===== src/rtl/wspd_pkg.sv =====
// Shared types, constants and register map of the wheel speed PI drive.
package wspd_pkg;

    // Default plant constants handed to the top level as parameter defaults.
    localparam int unsigned PULSES_PER_REV_DEF   = 28;
    localparam int unsigned TICKS_PER_SECOND_DEF = 50;

    // Field widths.
    localparam int unsigned COUNT_W = 16;
    localparam int unsigned TARGET_W = 16;
    localparam int unsigned SPEED_W = 23;
    localparam int unsigned DRIVE_W = 16;
    localparam int unsigned CHAN_W = 15;
    localparam int unsigned GAIN_W = 16;
    localparam int unsigned LIMIT_W = 15;

    // Gains are unsigned Q4.12.
    localparam int unsigned FRAC_BITS = 12;

    // Configuration port.
    localparam int unsigned ADDR_W = 4;
    localparam int unsigned DATA_W = 32;

    // Register reset values.
    localparam logic [GAIN_W-1:0]  KP_GAIN_RST     = 16'd410;
    localparam logic [GAIN_W-1:0]  KI_GAIN_RST     = 16'd205;
    localparam logic [LIMIT_W-1:0] DRIVE_LIMIT_RST = 15'd5000;
    localparam logic               SWAP_RST        = 1'b0;

    // Register indexes (byte address divided by four).
    typedef enum logic [1:0] {
        REG_KP_GAIN       = 2'd0,
        REG_KI_GAIN       = 2'd1,
        REG_DRIVE_LIMIT   = 2'd2,
        REG_SWAP_CHANNELS = 2'd3
    } t_reg_idx;

    // Configuration as seen by the datapath.
    typedef struct packed {
        logic [GAIN_W-1:0]  kp_gain;
        logic [GAIN_W-1:0]  ki_gain;
        logic [LIMIT_W-1:0] drive_limit;
        logic               swap_channels;
    } t_cfg;

endpackage


===== src/rtl/wspd_cfg.sv =====
// Configuration register file with its APB-style write and read port.
module wspd_cfg (
    input  logic                        i_clk,
    input  logic                        i_rst_n,
    input  logic                        psel,
    input  logic                        penable,
    input  logic                        pwrite,
    input  logic [wspd_pkg::ADDR_W-1:0] paddr,
    input  logic [wspd_pkg::DATA_W-1:0] pwdata,
    output logic [wspd_pkg::DATA_W-1:0] prdata,
    output logic                        pready,
    output wspd_pkg::t_cfg              o_cfg
);

    wspd_pkg::t_cfg     r_cfg;
    wspd_pkg::t_reg_idx w_idx;
    logic               w_write;

    assign pready  = 1'b1;
    assign w_idx   = wspd_pkg::t_reg_idx'(paddr[wspd_pkg::ADDR_W-1:2]);
    assign w_write = psel && penable && pwrite;
    assign o_cfg   = r_cfg;

    // Register writes during the access phase of a write transaction.
    always_ff @(posedge i_clk) begin
        if (!i_rst_n) begin
            r_cfg.kp_gain       <= wspd_pkg::KP_GAIN_RST;
            r_cfg.ki_gain       <= wspd_pkg::KI_GAIN_RST;
            r_cfg.drive_limit   <= wspd_pkg::DRIVE_LIMIT_RST;
            r_cfg.swap_channels <= wspd_pkg::SWAP_RST;
        end else if (w_write) begin
            case (w_idx)
                wspd_pkg::REG_KP_GAIN: begin
                    r_cfg.kp_gain <= pwdata[wspd_pkg::GAIN_W-1:0];
                end
                wspd_pkg::REG_KI_GAIN: begin
                    r_cfg.ki_gain <= pwdata[wspd_pkg::GAIN_W-1:0];
                end
                wspd_pkg::REG_DRIVE_LIMIT: begin
                    r_cfg.drive_limit <= pwdata[wspd_pkg::LIMIT_W-1:0];
                end
                wspd_pkg::REG_SWAP_CHANNELS: begin
                    r_cfg.swap_channels <= pwdata[0];
                end
                default: begin
                end
            endcase
        end
    end

    // Read data, zero-extended to the bus width.
    always_comb begin
        case (w_idx)
            wspd_pkg::REG_KP_GAIN:       prdata = wspd_pkg::DATA_W'(r_cfg.kp_gain);
            wspd_pkg::REG_KI_GAIN:       prdata = wspd_pkg::DATA_W'(r_cfg.ki_gain);
            wspd_pkg::REG_DRIVE_LIMIT:   prdata = wspd_pkg::DATA_W'(r_cfg.drive_limit);
            wspd_pkg::REG_SWAP_CHANNELS: prdata = wspd_pkg::DATA_W'(r_cfg.swap_channels);
            default:                     prdata = '0;
        endcase
    end

endmodule


===== src/rtl/wspd_speed.sv =====
// Input stage: converts the encoder pulse count to a wheel speed in rpm.
module wspd_speed #(
    parameter int unsigned PULSES_PER_REV   = wspd_pkg::PULSES_PER_REV_DEF,
    parameter int unsigned TICKS_PER_SECOND = wspd_pkg::TICKS_PER_SECOND_DEF
) (
    input  logic                                 i_clk,
    input  logic                                 i_rst_n,
    input  logic                                 i_in_valid,
    output logic                                 o_in_stall,
    input  logic signed [wspd_pkg::COUNT_W-1:0]  i_pulse_count,
    input  logic signed [wspd_pkg::TARGET_W-1:0] i_target_speed,
    input  logic                                 i_advance,
    output logic                                 o_valid,
    output logic signed [wspd_pkg::SPEED_W-1:0]  o_speed,
    output logic signed [wspd_pkg::TARGET_W-1:0] o_target
);

    // rpm = count * TICKS_PER_SECOND * 60 / PULSES_PER_REV, done as a multiply by a
    // rounded-up reciprocal. The shift gives at least 2^16 * PULSES_PER_REV of
    // headroom, so the truncated quotient is exact for any 16-bit magnitude.
    localparam longint unsigned RPM_SCALE = longint'(TICKS_PER_SECOND) * 60;
    localparam int unsigned     SHIFT     = 16 + $clog2(PULSES_PER_REV);
    localparam longint unsigned RECIP     =
        ((RPM_SCALE << SHIFT) + longint'(PULSES_PER_REV) - 1) / longint'(PULSES_PER_REV);
    localparam int unsigned     RECIP_W   = $clog2(RECIP + 1);
    localparam int unsigned     PROD_W    = wspd_pkg::COUNT_W + RECIP_W;
    localparam logic [RECIP_W-1:0] RECIP_K = RECIP_W'(RECIP);

    logic                                 r_valid;
    logic signed [wspd_pkg::SPEED_W-1:0]  r_speed;
    logic signed [wspd_pkg::TARGET_W-1:0] r_target;
    logic                                 w_load;
    logic                                 w_neg;
    logic [wspd_pkg::COUNT_W-1:0]         w_mag;
    logic [PROD_W-1:0]                    w_prod;
    logic [31:0]                          w_quot;
    logic [wspd_pkg::SPEED_W-1:0]         w_speed;

    assign o_in_stall = r_valid && !i_advance;
    assign w_load     = i_in_valid && !o_in_stall;
    assign o_valid    = r_valid;
    assign o_speed    = r_speed;
    assign o_target   = r_target;

    // Magnitude times reciprocal, then the sign back; the result wraps to 23 bits.
    always_comb begin
        w_neg   = i_pulse_count[wspd_pkg::COUNT_W-1];
        w_mag   = w_neg ? wspd_pkg::COUNT_W'(-i_pulse_count)
                        : wspd_pkg::COUNT_W'(i_pulse_count);
        w_prod  = PROD_W'(w_mag) * PROD_W'(RECIP_K);
        w_quot  = 32'(w_prod >> SHIFT);
        w_speed = w_neg ? wspd_pkg::SPEED_W'(-w_quot) : wspd_pkg::SPEED_W'(w_quot);
    end

    // Stage valid: set on a new transaction, cleared when the PI stage takes it.
    always_ff @(posedge i_clk) begin
        if (!i_rst_n) begin
            r_valid <= 1'b0;
        end else if (w_load) begin
            r_valid <= 1'b1;
        end else if (i_advance) begin
            r_valid <= 1'b0;
        end
    end

    // Stage payload.
    always_ff @(posedge i_clk) begin
        if (w_load) begin
            r_speed  <= signed'(w_speed);
            r_target <= i_target_speed;
        end
    end

endmodule


===== src/rtl/wspd_pi.sv =====
// PI stage: incremental PI update, saturation, PWM channel mapping and result register.
module wspd_pi (
    input  logic                                 i_clk,
    input  logic                                 i_rst_n,
    input  wspd_pkg::t_cfg                       i_cfg,
    input  logic                                 i_valid,
    input  logic signed [wspd_pkg::SPEED_W-1:0]  i_speed,
    input  logic signed [wspd_pkg::TARGET_W-1:0] i_target,
    output logic                                 o_advance,
    output logic                                 o_out_valid,
    input  logic                                 i_out_stall,
    output logic signed [wspd_pkg::DRIVE_W-1:0]  o_drive_value,
    output logic [wspd_pkg::CHAN_W-1:0]          o_channel_a,
    output logic [wspd_pkg::CHAN_W-1:0]          o_channel_b,
    output logic signed [wspd_pkg::SPEED_W-1:0]  o_measured_speed
);

    localparam int unsigned DERR_W = wspd_pkg::SPEED_W + 1;
    localparam int unsigned PT_W   = wspd_pkg::GAIN_W + 1 + DERR_W;
    localparam int unsigned IT_W   = wspd_pkg::GAIN_W + 1 + wspd_pkg::SPEED_W;
    localparam int unsigned ACC_W  = wspd_pkg::DRIVE_W + wspd_pkg::FRAC_BITS;
    localparam int unsigned SUM_W  = PT_W + 1;
    localparam int unsigned QUOT_W = SUM_W - wspd_pkg::FRAC_BITS;
    localparam logic [SUM_W-1:0] ROUND_BIAS = SUM_W'((1 << wspd_pkg::FRAC_BITS) - 1);

    logic                                r_out_valid;
    logic signed [wspd_pkg::DRIVE_W-1:0] r_drive_acc;
    logic signed [wspd_pkg::SPEED_W-1:0] r_prev_error;
    logic signed [wspd_pkg::DRIVE_W-1:0] r_drive_value;
    logic [wspd_pkg::CHAN_W-1:0]         r_channel_a;
    logic [wspd_pkg::CHAN_W-1:0]         r_channel_b;
    logic signed [wspd_pkg::SPEED_W-1:0] r_speed;

    logic signed [DERR_W-1:0]            w_err_full;
    logic signed [wspd_pkg::SPEED_W-1:0] w_err;
    logic signed [DERR_W-1:0]            w_derr;
    logic signed [wspd_pkg::GAIN_W:0]    w_kp;
    logic signed [wspd_pkg::GAIN_W:0]    w_ki;
    logic signed [PT_W-1:0]              w_p_term;
    logic signed [IT_W-1:0]              w_i_term;
    logic signed [ACC_W-1:0]             w_acc_scaled;
    logic signed [SUM_W-1:0]             w_sum;
    logic signed [SUM_W-1:0]             w_biased;
    logic signed [QUOT_W-1:0]            w_quot;
    logic signed [QUOT_W-1:0]            w_lim;
    logic signed [wspd_pkg::DRIVE_W-1:0] w_drive;
    logic [wspd_pkg::CHAN_W-1:0]         w_mag;
    logic [wspd_pkg::CHAN_W-1:0]         w_fwd;
    logic [wspd_pkg::CHAN_W-1:0]         w_rev;

    // The stage moves when a speed is waiting and the result register is free.
    assign o_advance        = i_valid && (!r_out_valid || !i_out_stall);
    assign o_out_valid      = r_out_valid;
    assign o_drive_value    = r_drive_value;
    assign o_channel_a      = r_channel_a;
    assign o_channel_b      = r_channel_b;
    assign o_measured_speed = r_speed;

    // Error terms and the scaled increment.
    always_comb begin
        w_err_full   = DERR_W'(i_target) - DERR_W'(i_speed);
        w_err        = w_err_full[wspd_pkg::SPEED_W-1:0];
        w_derr       = DERR_W'(w_err) - DERR_W'(r_prev_error);
        w_kp         = signed'({1'b0, i_cfg.kp_gain});
        w_ki         = signed'({1'b0, i_cfg.ki_gain});
        w_p_term     = PT_W'(w_kp) * PT_W'(w_derr);
        w_i_term     = IT_W'(w_ki) * IT_W'(w_err);
        w_acc_scaled = signed'({r_drive_acc, {wspd_pkg::FRAC_BITS{1'b0}}});
        w_sum        = SUM_W'(w_p_term) + SUM_W'(w_i_term) + SUM_W'(w_acc_scaled);
    end

    // Truncate toward zero, force zero on a zero target, then saturate.
    always_comb begin
        w_biased = w_sum[SUM_W-1] ? (w_sum + signed'(ROUND_BIAS)) : w_sum;
        w_quot   = w_biased[SUM_W-1:wspd_pkg::FRAC_BITS];
        w_lim    = signed'(QUOT_W'(i_cfg.drive_limit));
        if (i_target == '0) begin
            w_drive = '0;
        end else if (w_quot > w_lim) begin
            w_drive = wspd_pkg::DRIVE_W'(w_lim);
        end else if (w_quot < -w_lim) begin
            w_drive = wspd_pkg::DRIVE_W'(-w_lim);
        end else begin
            w_drive = wspd_pkg::DRIVE_W'(w_quot);
        end
    end

    // Magnitude goes on the forward or reverse channel; zero drive leaves both at zero.
    always_comb begin
        w_mag = w_drive[wspd_pkg::DRIVE_W-1] ? wspd_pkg::CHAN_W'(-w_drive)
                                             : wspd_pkg::CHAN_W'(w_drive);
        w_fwd = w_drive[wspd_pkg::DRIVE_W-1] ? '0 : w_mag;
        w_rev = w_drive[wspd_pkg::DRIVE_W-1] ? w_mag : '0;
    end

    // Result valid and controller state.
    always_ff @(posedge i_clk) begin
        if (!i_rst_n) begin
            r_out_valid  <= 1'b0;
            r_drive_acc  <= '0;
            r_prev_error <= '0;
        end else begin
            if (o_advance) begin
                r_out_valid  <= 1'b1;
                r_drive_acc  <= w_drive;
                r_prev_error <= w_err;
            end else if (!i_out_stall) begin
                r_out_valid  <= 1'b0;
            end
        end
    end

    // Result payload.
    always_ff @(posedge i_clk) begin
        if (o_advance) begin
            r_drive_value <= w_drive;
            r_channel_a   <= i_cfg.swap_channels ? w_rev : w_fwd;
            r_channel_b   <= i_cfg.swap_channels ? w_fwd : w_rev;
            r_speed       <= i_speed;
        end
    end

endmodule


===== src/rtl/wheel_speed_pi_drive_top.sv =====
// Top level of the wheel speed PI drive: speed stage, PI stage and registers.
//
// Usage: each control tick presents an encoder pulse count and a target speed
// on the input channel (i_in_valid / o_in_stall). One result transaction per
// input appears on the output channel (o_out_valid / i_out_stall) with the new
// saturated drive value, the two PWM compare values and the measured speed.
// An accepted input passes through the speed register and then the result
// register. The reciprocal multiply that turns pulses into rpm sits ahead of the
// speed register, and the PI update, which holds the drive and previous error
// feedback, sits between that register and the result register. Throughput is
// one transaction per cycle while the receiver does not stall; the feedback
// closes within the PI stage, so consecutive ticks follow each other directly.
// While the receiver stalls, the result register holds its transaction and the
// speed stage takes at most one more input before o_in_stall rises.
// A synchronous reset (i_rst_n low) empties both stages, clears the stored drive
// and previous error, and loads the gain, limit and swap register defaults.
// The user must write the gains, limit and channel swap over the APB-style port
// only while no transaction is in flight; the block itself does not enforce this.
module wheel_speed_pi_drive_top #(
    parameter int unsigned PULSES_PER_REV   = wspd_pkg::PULSES_PER_REV_DEF,
    parameter int unsigned TICKS_PER_SECOND = wspd_pkg::TICKS_PER_SECOND_DEF
) (
    input  logic                                 i_clk,
    input  logic                                 i_rst_n,
    input  logic                                 i_in_valid,
    output logic                                 o_in_stall,
    input  logic signed [wspd_pkg::COUNT_W-1:0]  i_pulse_count,
    input  logic signed [wspd_pkg::TARGET_W-1:0] i_target_speed,
    output logic                                 o_out_valid,
    input  logic                                 i_out_stall,
    output logic signed [wspd_pkg::DRIVE_W-1:0]  o_drive_value,
    output logic [wspd_pkg::CHAN_W-1:0]          o_channel_a,
    output logic [wspd_pkg::CHAN_W-1:0]          o_channel_b,
    output logic signed [wspd_pkg::SPEED_W-1:0]  o_measured_speed,
    input  logic                                 psel,
    input  logic                                 penable,
    input  logic                                 pwrite,
    input  logic [wspd_pkg::ADDR_W-1:0]          paddr,
    input  logic [wspd_pkg::DATA_W-1:0]          pwdata,
    output logic [wspd_pkg::DATA_W-1:0]          prdata,
    output logic                                 pready
);

    wspd_pkg::t_cfg                       w_cfg;
    logic                                 w_spd_valid;
    logic signed [wspd_pkg::SPEED_W-1:0]  w_spd_speed;
    logic signed [wspd_pkg::TARGET_W-1:0] w_spd_target;
    logic                                 w_advance;

    // Configuration registers.
    wspd_cfg u_cfg (
        .i_clk   (i_clk),
        .i_rst_n (i_rst_n),
        .psel    (psel),
        .penable (penable),
        .pwrite  (pwrite),
        .paddr   (paddr),
        .pwdata  (pwdata),
        .prdata  (prdata),
        .pready  (pready),
        .o_cfg   (w_cfg)
    );

    // Pulse count to rpm.
    wspd_speed #(
        .PULSES_PER_REV   (PULSES_PER_REV),
        .TICKS_PER_SECOND (TICKS_PER_SECOND)
    ) u_speed (
        .i_clk          (i_clk),
        .i_rst_n        (i_rst_n),
        .i_in_valid     (i_in_valid),
        .o_in_stall     (o_in_stall),
        .i_pulse_count  (i_pulse_count),
        .i_target_speed (i_target_speed),
        .i_advance      (w_advance),
        .o_valid        (w_spd_valid),
        .o_speed        (w_spd_speed),
        .o_target       (w_spd_target)
    );

    // PI update and output register.
    wspd_pi u_pi (
        .i_clk            (i_clk),
        .i_rst_n          (i_rst_n),
        .i_cfg            (w_cfg),
        .i_valid          (w_spd_valid),
        .i_speed          (w_spd_speed),
        .i_target         (w_spd_target),
        .o_advance        (w_advance),
        .o_out_valid      (o_out_valid),
        .i_out_stall      (i_out_stall),
        .o_drive_value    (o_drive_value),
        .o_channel_a      (o_channel_a),
        .o_channel_b      (o_channel_b),
        .o_measured_speed (o_measured_speed)
    );

endmodule


===== config.mk =====
export PLATFORM = sky130hd
export DESIGN_NAME = wheel_speed_pi_drive_top
export DESIGN_NICKNAME = d
export VERILOG_FILES = /design/src/rtl/wspd_pkg.sv /design/src/rtl/wspd_cfg.sv /design/src/rtl/wspd_speed.sv /design/src/rtl/wspd_pi.sv /design/src/rtl/wheel_speed_pi_drive_top.sv
export SDC_FILE = /design/constraint.sdc
export NUM_CORES = 2
export LEC_CHECK = 0
export BUFFER_PORTS_ARGS = -buffer_cell sky130_fd_sc_hd__buf_2
export CORE_ASPECT_RATIO = 0.75
export CORE_MARGIN = 4
export CORE_UTILIZATION = 40
export CTS_CLUSTER_DIAMETER = 80
export DETAILED_ROUTE_END_ITERATION = 16
export MAX_ROUTING_LAYER = met4
export PLACE_DENSITY = 0.67
export SKIP_LAST_GASP = 1
export SLEW_MARGIN = 10
export SYNTH_ARGS = -nofsm -noshare
export SYNTH_HDL_FRONTEND = slang
export SYNTH_HIERARCHICAL = 1
export SYNTH_SLANG_ARGS = --single-unit

===== constraint.sdc =====
create_clock -name i_clk -period 23.7 [get_ports i_clk]
set_input_delay 2.37 -clock i_clk [delete_from_list [all_inputs] [get_ports i_clk]]
set_output_delay 2.37 -clock i_clk [all_outputs]
set_load 0.01 [all_outputs]

==> metrics.md <==
| Metric | Value |
|---|---|
| Status | complete, no violations |
| Clk_lat worst skew | 530 ps |
| Vias per cell | 5.18 |
| Cell type with the largest total area after synthesis | fa_1 |
| Ys Warns | 6 |
| Crit path arrival time | 20010 ps |
| Post-Syn Instances | 5315 |
| Synthesized area | 48600 sq um |
| I/O Pins | 179 |
| Total setup buffers inserted after CTS | 0 |
| Largest cells by area after synthesis | fa_1, ha_1, inv_1 |
| Largest net degree at the start of global routing | 107 |
| Drt pass-1 iters | 6 |
| CP max stage delay | 750 ps |
| Crit path buf inv count | 9 |
| Final Max Slew Viols | 0 |
| Fin Hold WS | 459 ps |
| Commonest non-fill, non-tap cell in the layout | inv_1 |
| Hpwl dp | 112 mm |
| CORE AREA | 120000 sq um |
| RSZ-0062 raised after global routing | no |
| Register Area | 5020 sq um |
| Least-Margin Pin Slew | 1230 ps |
| Hold crit path type | reg2reg |
| Critical path's slowest cell | a2111oi_0 |
| Grt ovf | 0 |
| GRT Resource Usage Total | 22.3% |
| FF-to-FF Start | u_speed/o_speed[0] |
| Area of the multi-input gates | 38400 sq um |
| Required time of the worst setup path | 23960 ps |
| Max Clock Skew | 36.8 ps |
| Total CTS buffers | 17 |
| Crit path max fanout | 19 |
| Post-CTS sizing | 0 |
| Die ar. | 127000 sq um |
| Vias in the first global route | 38.2k |
| Yosys reg bits | 197 |
| Nets@finish | 6802 |
| Yosys top cell area share | 38.7% |
| DRC | 0 |
| Final worst-path cycle share | 83.3% |
| Clock tree sinks | 197 |
| Register area share after synthesis | 10.3% |
| Final setup viols | 0 |
| Post-CTS Hold Buffers | 0 |
| Top FF cell, synth | edfxtp_1 |
| Drt initial violations | 2686 |
| Final GP Congestion | 0.959 |
| Number of H-tree levels | 4 |
| CTS tree | done |
| WS Path Type | reg2reg |
| Cell mode on critical path | fa_1 |
| Post-synth EDFFs | 108 |
| Hold_sp | u_speed/o_speed[12] |
| Clock Tree Buf Depth | 2 |
| Initial antenna violation count | 4 |
| Wirelength per Cell | 18.9 um |
| Post-route setup TNS | 0 ps |
| Fillers | 11.8k |
| Worst setup EP type | flip-flop |
| Commonest cells after routing, fill and taps aside | inv_1, fa_1, nand2_1 |
| Ys async rst share | 0% |
| CTS clk-pin slew, worst paths | 80 ps |
| Antenna Nets Post-Route | 0 |
| Crit path from | u_speed/o_speed[0] |
| Port Buffers | 143 |
| Row count | 110 |
| Via count | 36.3k |
| Syn avg cell area | 9.15 sq um |
| Top Family by Delay on Critical Path | compound AO/OA/AOI/OAI gates |
| Final Hold Fails | 0 |
| CP startpoint kind | flip-flop |
| Fin crit period | 19750 ps |
| Distinct cells, synth | 118 |
| Share of cells above drive strength 1 | 6.42% |
| Chip height | 310 um |
| Initial Utilization | 40.4% |
| Horiz. Die Dim | 411 um |
| FMAX | 50.6 MHz |
| CTS Root Cell | clkbuf_16 |
| Relative slew slack | 17.9% |
| Area Growth Syn to Fin | 6.43% |
| First-pass GRT wire length | 215 mm |
| Detailed Route WL | 132 mm |
| Max-Cap Viols | 0 |
sequential cells by signal, summed over array words and instances, names as in the netlist:
name                   cells
u_cfg/o_cfg               48
u_pi/o_channel_a          15
u_pi/o_channel_b          15
u_pi/o_drive_value        16
u_pi/o_measured_speed     23
u_pi/o_out_valid           1
u_pi/r_drive_acc          16
u_pi/r_prev_error         23
u_speed/o_speed           23
u_speed/o_target          16
u_speed/o_valid            1
per-layer routing:
metal | part of all wire [%] | GRT usage [%]
met4 | 2.2 | 4.78
met1 | 47 | 31.7
met3 | 8.5 | 5.32
met2 | 43 | 32.6
met5 | 0 | -
Yosys cell counts (22+ instances only):
| library cell | instances |
|---|---|
| o31ai_1 | 25 |
| nor3_1 | 42 |
| nor2_1 | 144 |
| xnor2_1 | 139 |
| a21o_1 | 36 |
| a21boi_0 | 43 |
| and2_1 | 398 |
| o211ai_1 | 30 |
| edfxtp_1 | 108 |
| inv_1 | 1161 |
| mux2i_1 | 76 |
| o21a_1 | 25 |
| nand3_1 | 58 |
| dfxtp_1 | 89 |
| nor2b_1 | 63 |
| nand2_1 | 651 |
| a21oi_1 | 144 |
| nand4_1 | 34 |
| clkbuf_1 | 163 |
| o21ai_0 | 118 |
| buf_4 | 22 |
| fa_1 | 941 |
| xor2_1 | 35 |
| ha_1 | 426 |
worst register-to-register path, delay by kind of cell (launching register included):
kind | cells | cell delay (ps)
AO/OA/AOI/OAI | 31 | 7740
buffers and inverters | 9 | 1060
flip-flops | 1 | 470
XOR/XNOR | 3 | 1560
adder cells (fa/ha/maj) | 14 | 6230
AND/OR/NAND/NOR | 12 | 2420
cell families after synthesis:
kind of cell	synth area share, %
xor gates and xnor gates	3.23
muxes	1.80
other	0.0154
DFF	10.3
adders and majority gates	49.7
and+or+nand+nor	15.8
buffers and inverters	10.9
AOI/OAI and AO/OA	8.21
cell type report:
class                   instances  share of cell area, %
clock buffers                  17                  0.822
diodes                          3                 0.0145
inverters                    1166                   8.46
clock inverters                15                  0.375
well taps                    1624                   3.93
flip-flops and latches        197                   9.71
multi-input cells            3760                   74.2
repair buffers                218                   2.48
worst paths after layout:
| kind | to | slack, ps | cells after the start |
|---|---|---|---|
| max reg2reg | u_pi/o_channel_a[8] | 3950 | 69 |
| min reg2reg | u_pi/o_measured_speed[12] | 460 | 0 |
| max | u_pi/o_channel_a[8] | 3950 | 69 |
| min | u_pi/o_measured_speed[12] | 460 | 0 |
stage by stage:
stage / utilization [%] / setup WS [ps] / instances / cell area [sq um]
CTS: 43.0 / 4380 / 6997 / 51800
global route: 43.0 / 2810 / 6998 / 51800
global placement: 42.5 / 4600 / 6965 / 51100
finish: 43.0 / 3950 / 7000 / 51800
floorplan: - / 7190 / 5330 / 48700
detailed placement: 42.5 / 4470 / 6965 / 51100
Power is not shown: default switching activity piles up to over one toggle a cycle in this logic, so the estimate is an artifact.
